==> src/design/temporal_frame_combiner_top_defines.svh <==
// ---------------------------------------------------------------------------
// Assertion macros for the temporal frame combiner
// Shared property wrappers used by the design files.
// ---------------------------------------------------------------------------
`ifndef TEMPORAL_FRAME_COMBINER_TOP_DEFINES_SVH
`define TEMPORAL_FRAME_COMBINER_TOP_DEFINES_SVH

// Implication checked every clock edge outside reset.
`define TFC_ASSERT_IMP(label, ante, cons) \
  label: assert property (@(posedge clk) disable iff (!rst_n) (ante) |-> (cons)) \
    else $error("assertion failed");

// Next-cycle implication checked every clock edge outside reset.
`define TFC_ASSERT_NXT(label, ante, cons) \
  label: assert property (@(posedge clk) disable iff (!rst_n) (ante) |=> (cons)) \
    else $error("assertion failed");

`endif

==> src/design/tfc_pkg.sv <==
// ---------------------------------------------------------------------------
// Temporal frame combiner package
// Shared constants, mode codes and the fold function.
// ---------------------------------------------------------------------------
package tfc_pkg;

  localparam int unsigned MAX_FRAMES_DEF = 8;
  localparam int unsigned MAX_PIXELS_DEF = 16384;
  localparam int unsigned CFG_W          = 15;
  localparam int unsigned CFG_IDX_W      = 2;
  localparam int unsigned SUM_W          = 12;

  localparam logic [CFG_IDX_W-1:0] REG_OP_MODE      = 2'd0;
  localparam logic [CFG_IDX_W-1:0] REG_FRAME_DEPTH  = 2'd1;
  localparam logic [CFG_IDX_W-1:0] REG_FRAME_PIXELS = 2'd2;

  localparam logic [3:0] MODE_AVG = 4'd0;
  localparam logic [3:0] MODE_XOR = 4'd1;
  localparam logic [3:0] MODE_OR  = 4'd2;
  localparam logic [3:0] MODE_AND = 4'd3;
  localparam logic [3:0] MODE_ADD = 4'd4;
  localparam logic [3:0] MODE_SUB = 4'd5;
  localparam logic [3:0] MODE_MUL = 4'd6;
  localparam logic [3:0] MODE_MIN = 4'd7;
  localparam logic [3:0] MODE_MAX = 4'd8;

  function automatic logic [7:0] fold8(input logic [3:0] mode, input logic [7:0] y,
                                       input logic [7:0] x);
    logic [15:0] prod;
    logic [7:0]  r;
    prod = y * x;
    case (mode)
      MODE_XOR: r = y ^ x;
      MODE_OR:  r = y | x;
      MODE_AND: r = y & x;
      MODE_ADD: r = y + x;
      MODE_SUB: r = y - x;
      MODE_MUL: r = prod[7:0];
      MODE_MIN: r = (x < y) ? x : y;
      MODE_MAX: r = (x > y) ? x : y;
      default:  r = y;
    endcase
    return r;
  endfunction

endpackage

==> src/design/tfc_divider.sv <==
// ---------------------------------------------------------------------------
// Channel divider
// Restoring divider, one quotient bit per cycle, for a 12-bit sum by depth.
// ---------------------------------------------------------------------------
module tfc_divider
  import tfc_pkg::*;
(
  input  logic             clk,
  input  logic             rst_n,
  input  logic             start,
  input  logic [SUM_W-1:0] dividend,
  input  logic [3:0]       divisor,
  output logic             done,
  output logic [7:0]       quotient
);

  logic [SUM_W-1:0] q_r;
  logic [4:0]  rem_r;
  logic [3:0]  cnt_r;
  logic        busy_r;
  logic [4:0]  trial;
  logic [4:0]  rem_shift;

  assign rem_shift = {rem_r[3:0], q_r[SUM_W-1]};
  assign trial     = rem_shift - {1'b0, divisor};
  assign quotient  = q_r[7:0];

  always_ff @(posedge clk) begin
    if (!rst_n) begin
      busy_r <= 1'b0;
      done   <= 1'b0;
      cnt_r  <= '0;
    end else begin
      done <= 1'b0;
      if (start) begin
        busy_r <= 1'b1;
        q_r    <= dividend;
        rem_r  <= '0;
        cnt_r  <= 4'd0;
      end else if (busy_r) begin
        if (!trial[4]) begin
          rem_r <= trial;
          q_r   <= {q_r[SUM_W-2:0], 1'b1};
        end else begin
          rem_r <= rem_shift;
          q_r   <= {q_r[SUM_W-2:0], 1'b0};
        end
        cnt_r <= cnt_r + 4'd1;
        if (cnt_r == 4'(SUM_W - 1)) begin
          busy_r <= 1'b0;
          done   <= 1'b1;
        end
      end
    end
  end

endmodule

==> config.mk <==
export PLATFORM = sky130hd
export DESIGN_NAME = tfc_divider
export DESIGN_NICKNAME = d
export VERILOG_FILES = /design/src/design/temporal_frame_combiner_top_defines.svh /design/src/design/tfc_pkg.sv /design/src/design/tfc_divider.sv
export SDC_FILE = /design/constraint.sdc
export NUM_CORES = 1
export LEC_CHECK = 0
export BUFFER_PORTS_ARGS = -buffer_cell sky130_fd_sc_hd__buf_4
export CAP_MARGIN = 15
export CORE_UTILIZATION = 55
export CTS_BUF_LIST = sky130_fd_sc_hd__clkbuf_8 sky130_fd_sc_hd__clkbuf_16
export DETAILED_ROUTE_END_ITERATION = 8
export GPL_TIMING_DRIVEN = 0
export PLACE_DENSITY = 0.89
export SLEW_MARGIN = 20
export SYNTH_ARGS = -nofsm -noshare
export SYNTH_HDL_FRONTEND = slang
export SYNTH_SLANG_ARGS = --single-unit
==> constraint.sdc <==
create_clock -name clk -period 5.63 [get_ports clk]
set_input_delay 0 -clock clk [delete_from_list [all_inputs] [get_ports clk]]
set_output_delay 0 -clock clk [all_outputs]
set_load 0.1 [all_outputs]
==> results_dict.tcl, run 1 <==
set metrics [dict create \
    status "finished, final reports clean" \
    ctsLongestPathBuffers 2 \
    synth-async-reset-ratio 0 \
    drtAntennaViolNets 0 \
    wire_per_inst_um 14.0 \
    path_max_fanout 4 \
    drc 0 \
    critPathKind "flip-flop to flip-flop" \
    synth.distinct_cells 29 \
    viasPerCell 5.38 \
    die_x_um 48.2 \
    drv_slew 0 \
    vdd_drop_max_uv 196 \
    fin_crit_ps 2050 \
    synth-main-ff-cell "edfxtp_1" \
    grt_pass1_wl_mm 3.28 \
    rsz0062_at_grt "no" \
    cts_resized 0 \
    timing.hold.ws_ps 14.7 \
    portBuffers 27 \
    cts.sinks 22 \
    dpl_cell_area_um2 1410 \
    grt_overflow_total 0 \
    synth_area_per_cell_um2 11.7 \
    cp_top_family "adder cells" \
    critPathMaxStageDelay_ps 430 \
    antenna_found_initial 0 \
    die_area_um2 2330 \
    dp_hpwl_mm 1.71 \
    worstMarginPinSlew_ps 739 \
    setup_tns_ps 0 \
    die_y_um 48.2 \
    drive_above_1_share 0.427 \
    pre_cts_slack_ps 3600 \
    end_kind "flip-flop" \
    relSlewSlack 0.507 \
    crit_top_cell "inv_1" \
    ios 28 \
    clk_latency_ps 260 \
    initial_core_util 0.593 \
    grt_max_degree 18 \
    hold_class "input pin to flip-flop" \
    fin_crit_sh 0.364 \
    r2r_cells 8 \
    root_buffer "clkbuf_8" \
    leakagePower_uw 0.000610 \
    wirelength_mm 2.21 \
    area_growth_syn_to_layout_pct 24.0 \
    p_per_area_nw_per_um2 268 \
    antenna_cells 0 \
    critPathBufInv 2 \
    postCtsSetupRepairBufs 0 \
    final_net_count 157 \
    clock_skew_ps 6.00 \
    core_um2 1980 \
    drt-pass1-iter-count 4 \
    grt_pass1_vias 802 \
    cp_cell_sequence "inv_1 -> ha_1 -> inv_1 -> fa_1 -> and3_4 -> o21ai_2 -> a21oi_1 -> a311oi_1" \
    tritoncts "built" \
    start_kind "flip-flop" \
    gp_congestion 0.839 \
    hold-path-cell-count 3 \
    ys_ff_latch 22 \
    drt_first_iter_violations 13 \
    mostFrequentLayoutCells "buf_4 (35), edfxtp_1 (16), mux2_2 (11), inv_1 (8), nor2_1 (7)" \
    cap_violations 0 \
    syn_nets 125 \
    grtUsageTotal 0.206 \
    hold_viol 0 \
    final_common_cell "buf_4" \
    fmax_mhz 488 \
    r2r_slack_ps 3580 \
    cts-htree-levels 1 \
    setup_viol_count_final 0 \
    fill_cells 142 \
    cp_slowest_cell "fa_1" \
    cp.required_ps 5700 \
    cp_num_cells 8 \
    synth_area_um2 1170 \
    rows 16 \
    yosys_warnings 0 \
    vias 850 \
    worst_slack_ps 3580 \
    yosysSeqAreaShare 0.511 \
    cts_buffers 3 \
    final_cells 158 \
    cp_data_arrival_time_ps 2120 \
    netlist_instances 100 \
    dp.cells 154 \
    design_area_um2 1460 \
    clk_pin_slew_ps 80 \
    synth_edf_count 16 \
    ctsHoldBuffers 0 \
]
cells in the mapped netlist (2+ instances only):
| library cell | number | area (um^2) |
|---|---|---|
| edfxtp_1 | 16 | 480 |
| mux2_2 | 11 | 124 |
| buf_4 | 8 | 60.1 |
| inv_1 | 8 | 30.0 |
| nor2_1 | 7 | 26.3 |
| a21oi_1 | 6 | 30.0 |
| dfxtp_1 | 6 | 120 |
| ha_1 | 5 | 62.6 |
| o21ai_0 | 4 | 20.0 |
| nand2_1 | 3 | 11.3 |
| nand3_1 | 3 | 15.0 |
| xnor2_1 | 3 | 26.3 |
| a21o_2 | 2 | 17.5 |
| buf_2 | 2 | 10.0 |
| nand2b_1 | 2 | 12.5 |
metrics by stage:
step                utilization  total power [uW]
floorplan                     -               270
detailed placement        0.712               297
global placement          0.712               292
CTS                       0.735               392
finish                    0.735               390
global route              0.735               405
final timing paths:
path                     from       end
hold reg to reg      cnt_r[3]      done
setup / recovery      q_r[11]  rem_r[2]
setup reg to reg      q_r[11]  rem_r[2]
hold / removal    dividend[0]    q_r[0]
power by group:
part | internal (uW) | leakage, uW | switching (uW)
combinational | 40.2 | 0.000385 | 60.6
clock | 48.6 | 0.0000231 | 47.3
sequential | 187 | 0.000202 | 6.23
layer usage:
layer | vias to the layer above | part of all wire | wire, um | global-route usage
met2 | 27 | 0.56 | 1240 | 0.376
met5 | - | 0 | 0 | 0
li1 | 411 | - | - | -
met1 | 408 | 0.39 | 869 | 0.231
met3 | 4 | 0.037 | 83 | 0.0407
met4 | 0 | 0.011 | 25 | 0.0889
state kept, by name, indices dropped and copies added (netlist names):
signal,count
q_r,12
cnt_r,4
rem_r,4
busy_r,1
done,1
worst min-delay path: stages:
cell and delay, ps:
buf_4 70, nand2_1 40, o21ai_0 50
area by class of cell:
| cell class | count | area (um^2) | share of cell area |
|---|---|---|---|
| inverter | 8 | 30.0 | 0.0206 |
| multi-input combinational | 60 | 474 | 0.326 |
| buffer | 10 | 70.1 | 0.0481 |
| timing repair buffer | 27 | 203 | 0.139 |
| clock buffer | 3 | 41.3 | 0.0284 |
| tap | 27 | 33.8 | 0.0232 |
| clock inverter | 1 | 3.75 | 0.00258 |
| sequential | 22 | 601 | 0.412 |
cell families (layout without fill, tap and decap cells):
family          Yosys count  count (layout)  synth area share
buf+inv                  18              49            0.0852
flops                    22              22             0.511
xor+xnor                  4               4            0.0298
simple gates             21              21            0.0948
mux                      12              12             0.114
compound gates           17              17            0.0948
fa+ha+maj                 6               6            0.0703
Power figures use the tool's default switching activity.
==> run 2, diff against run 1 <==
CORE_UTILIZATION = 47   (was 55)
PLACE_DENSITY = 0.81   (was 0.89)
clock period = 1.65 ns   (was 5.63 ns; I/O delays follow)
==> run 2 against run 1 <==
Effect of this change:
- the flow now finishes with violations (setup timing)
- clock-buffer cell count is the same
- setup slack lost 3900 ps
- critical endpoint is now rem_r[0]
- highest routed layer unchanged
- sequential share of layout area shrank 1.9 points
- non-clock buffer count grew 1
==> results_dict.tcl, run 2 (synthesized netlist as in run 1, its figures left out) <==
set metrics [dict create \
    status "complete, but fails checks" \
    violations "setup timing" \
    clk_pin_slew_ps 80 \
    cap_violations 0 \
    ios 28 \
    cts_buffers 3 \
    drc 0 \
    leakagePower_uw 0.000622 \
    cp.required_ps 1780 \
    grtUsageTotal 0.176 \
    timing.hold.ws_ps 31.8 \
    dpl_cell_area_um2 1420 \
    critPathKind "flip-flop to flip-flop" \
    grt_pass1_wl_mm 3.35 \
    fin_crit_ps 1960 \
    dp_hpwl_mm 1.59 \
    final_common_cell "buf_4" \
    hold_viol 0 \
    multi_input_area_um2 531 \
    wire_per_inst_um 14.1 \
    p_sw_frac 0.305 \
    ctsLongestPathBuffers 2 \
    drt_first_iter_violations 21 \
    die_area_um2 2700 \
    start_kind "flip-flop" \
    fill_cells 175 \
    portBuffers 27 \
    grt_overflow_total 0 \
    r2r_slack_ps -310 \
    fin_crit_sh 1.19 \
    reg_top3 "q_r x12, cnt_r x4, rem_r x4" \
    seqPwrFrac 0.478 \
    end_kind "flip-flop" \
    cp_data_arrival_time_ps 2090 \
    wirelength_mm 2.25 \
    antenna_cells 0 \
    clk_latency_ps 260 \
    cts-htree-levels 1 \
    path_max_fanout 4 \
    die_x_um 52.0 \
    ctsHoldBuffers 0 \
    drtAntennaViolNets 0 \
    drt-pass1-iter-count 4 \
    vias 840 \
    worst_slack_ps -309 \
    clockPowerShare 0.244 \
    p_comb_frac 0.278 \
    regMostFlops "q_r" \
    viasPerCell 5.25 \
    power.internal_uw 961 \
    grt_max_degree 18 \
    mostFrequentLayoutCells "buf_4 (35), edfxtp_1 (16), mux2_2 (11), inv_1 (7), nor2_1 (7)" \
    clock_skew_ps 12.0 \
    design_area_um2 1530 \
    p_sw_uw 421 \
    grt_pass1_vias 776 \
    drive_above_1_share 0.492 \
    worstMarginPinSlew_ps 729 \
    setup_viol_count_final 5 \
    tritoncts "built" \
    antenna_found_initial 0 \
    cts.sinks 22 \
    vdd_drop_max_uv 646 \
    die_y_um 52.0 \
    largest_reg_flops 12 \
    pre_cts_slack_ps -342 \
    seq_area_um2 601 \
    core_um2 2280 \
    drv_slew 0 \
    area_growth_syn_to_layout_pct 29.8 \
    p_per_area_nw_per_um2 906 \
    root_buffer "clkbuf_8" \
    hold_class "input pin to flip-flop" \
    relSlewSlack 0.514 \
    initial_core_util 0.516 \
    final_net_count 158 \
    rsz0062_at_grt "yes" \
    fmax_mhz 511 \
    gp_congestion 0.780 \
    rows 17 \
]
==> run 2: power groups by stage <==
stage	registers (uW)	clock network (uW)	logic (uW)
CTS	662	338	357
floorplan	665	0	260
detailed placement	672	0	343
global placement	670	0	333
global route	665	354	410
finish	661	337	384
==> run 2: final timing paths <==
path | start | to | depth (start not counted)
max | q_r[11] | rem_r[0] | 9
max reg2reg | q_r[11] | rem_r[0] | 9
min | dividend[5] | q_r[5] | 2
min reg2reg | cnt_r[3] | done | 2
==> run 2: cell type report <==
class / count / share of cell area
inverters: 8 / 0.0197
multi-input cells: 60 / 0.348
well taps: 28 / 0.0230
flip-flops and latches: 22 / 0.394
plain buffers: 10 / 0.0459
clock inverters: 1 / 0.00246
repair buffers: 28 / 0.140
clock buffers: 3 / 0.0271
==> run 2: timing repair <==
item / CTS / global route
cloned: 0 / 0
gates resized for setup: 3 / 8
pin swaps: 3 / 1
endpoints found under the setup margin: 5 / 5
setup buffers: 1 / 0
==> run 2: layer usage <==
layer  vias to the layer above  share of wire  GRT usage
li1                        413              -          -
met5                         -              0          0
met4                         0          0.014     0.0946
met1                       392           0.42      0.216
met3                         4          0.036     0.0263
met2                        31           0.53      0.293
==> run 2: per-stage QoR <==
stage | TNS [ps] | cells | total power, uW | util
6_report | -1260 | 160 | 1380 | 0.670
5_1_grt | -1580 | 160 | 1430 | 0.670
4_1_cts | -1100 | 160 | 1360 | 0.655
3_5_place_dp | -1220 | 155 | 1020 | 0.625
3_3_place_gp | -775 | 155 | 1000 | 0.625
2_1_floorplan | -246 | 100 | 925 | -
==> run 2: critical path: stages (launching register included) <==
cell      delay, ps
edfxtp_1        400
inv_1            80
ha_2            180
inv_2            40
fa_2            340
buf_6           140
nand3_4          60
a21oi_4          70
or3_4           380
a21oi_2         140
==> run 3, diff against run 2 <==
CORE_MARGIN = 2   (was unset)
SLEW_MARGIN = unset   (was 20)
==> run 3 against run 2 <==
Effect of this change:
- the flow still finishes with violations (setup timing)
- wire length rose by 0.62%
- maximum frequency rose by 3.2%
- sequential cell count did not move
- core utilization fell by 4.7 points
- die area rose by 7.8%
- critical path type unchanged
- highest routed layer unchanged
==> results_dict.tcl, run 3 (synthesized netlist as in run 1, its figures left out) <==
set metrics [dict create \
    status "complete, but fails checks" \
    violations "setup timing" \
    p_per_area_nw_per_um2 902 \
    grt_max_degree 18 \
    leakagePower_uw 0.000625 \
    relSlewSlack 0.506 \
    antenna_found_initial 0 \
    reg_top3 "q_r x12, cnt_r x4, rem_r x4" \
    viasPerCell 5.27 \
    final_cells 162 \
    fin_crit_ps 1900 \
    wire_per_inst_um 14.0 \
    fmax_mhz 527 \
    vdd_drop_max_uv 1100 \
    worstMarginPinSlew_ps 740 \
    initial_core_util 0.483 \
    antenna_cells 0 \
    final_net_count 158 \
    hold_end "q_r[11]" \
    clk_latency_ps 260 \
    die_y_um 54.0 \
    cp_data_arrival_time_ps 1970 \
    grt_overflow_total 0 \
    drc 0 \
    drive_above_1_share 0.508 \
    p_sw_uw 410 \
    gp_congestion 0.770 \
    p_comb_frac 0.276 \
    seqPwrFrac 0.483 \
    clk_pin_slew_ps 80 \
    cp_cell_sequence "inv_1 -> ha_2 -> inv_2 -> fa_2 -> and3_4 -> o21ai_4 -> a21oi_1 -> a311oi_1" \
    vias 853 \
    ios 28 \
    die_x_um 54.0 \
    drt-pass1-iter-count 4 \
    root_buffer "clkbuf_8" \
    r2r_end "rem_r[2]" \
    cp.required_ps 1720 \
    critPathBufInv 2 \
    cap_violations 0 \
    power_uw 1370 \
    timing.rr.start "q_r[11]" \
    path_max_fanout 3 \
    tritoncts "built" \
    end_kind "flip-flop" \
    grt_pass1_wl_mm 3.53 \
    die_area_um2 2920 \
    drv_slew 0 \
    drtAntennaViolNets 0 \
    hold_viol 0 \
    mostFrequentLayoutCells "buf_4 (36), edfxtp_1 (16), mux2_2 (11), inv_1 (8), nor2_1 (7)" \
    holdCritStartpoint "dividend[11]" \
    cts-htree-levels 1 \
    regMostFlops "q_r" \
    r2r_slack_ps -250 \
    portBuffers 27 \
    critPathMaxStageDelay_ps 390 \
    wirelength_mm 2.26 \
    drt_first_iter_violations 4 \
    setup_viol_count_final 5 \
    ctsLongestPathBuffers 2 \
    cts_buffers 3 \
    clock_skew_ps 3.21 \
    rows 18 \
    fin_crit_sh 1.15 \
    area_growth_syn_to_layout_pct 29.1 \
    cts.sinks 22 \
    cp_slowest_cell "edfxtp_1" \
    largest_reg_flops 12 \
    grt_pass1_vias 844 \
    rsz0062_at_grt "yes" \
    start_kind "flip-flop" \
    clockPowerShare 0.241 \
    dp.cells 157 \
    worst_slack_ps -248 \
    grtUsageTotal 0.172 \
    dp_hpwl_mm 1.70 \
    cp_top_family "adder cells" \
    r2r_cells 8 \
    power.internal_uw 958 \
    critPathKind "flip-flop to flip-flop" \
    core_um2 2430 \
    hold-path-cell-count 2 \
    p_sw_frac 0.299 \
    hold_class "input pin to flip-flop" \
    final_common_cell "buf_4" \
]
[run 3: repair_timing]
item / in CTS / in global routing
hold buffers: 0 / 0
resized for setup: 3 / 8
setup endpoints to repair: 5 / 5
buffers inserted: 1 / 0
pin swaps: 2 / 2
[run 3: power by group through the flow]
stage | Clock, uW | Combinational [uW] | Sequential [uW]
2_1_floorplan | 0 | 260 | 665
3_3_place_gp | 0 | 333 | 670
3_5_place_dp | 0 | 346 | 672
4_1_cts | 336 | 360 | 660
5_1_grt | 358 | 403 | 664
6_report | 330 | 377 | 660
[run 3: layout make-up]
type	instances	area (um^2)
Tap cell	30	37.5
Clock inverter	1	3.75
Buffer	10	70.1
Inverter	8	30.0
Fill cell	217	916
Timing Repair Buffer	28	210
Multi-Input combinational cell	60	523
Sequential cell	22	601
Clock buffer	3	41.3
[run 3: worst max path at each step]
stage               startpoint       end  slack [ps]  cells after the start
CTS                    q_r[11]  rem_r[2]        -230                      8
finish                 q_r[11]  rem_r[2]        -250                      8
floorplan              q_r[11]  rem_r[2]         -80                      8
global route           q_r[11]  rem_r[2]        -330                      8
global placement       q_r[11]  rem_r[2]        -210                      8
detailed placement     q_r[11]  rem_r[2]        -270                      8
[run 3: stage by stage]
stage          cell area [um^2]  hold WS (ps)  worst slack, ps   util  setup TNS [ps]
5_1_grt                    1520          35.3             -327  0.623           -1360
6_report                   1520          43.2             -248  0.623            -935
4_1_cts                    1490          37.5             -228  0.613            -993
2_1_floorplan              1180           191            -82.9      -            -246
3_3_place_gp               1430           303             -213  0.586            -781
3_5_place_dp               1430           300             -271  0.586           -1080
[run 3: metal layers]
layer,share of wire,wire length [um],track usage,vias up
li1,-,-,-,412
met3,0.035,80,0.0556,4
met4,0.011,25,0.0458,0
met1,0.39,883,0.187,417
met2,0.56,1270,0.317,20
met5,0,0,0,-
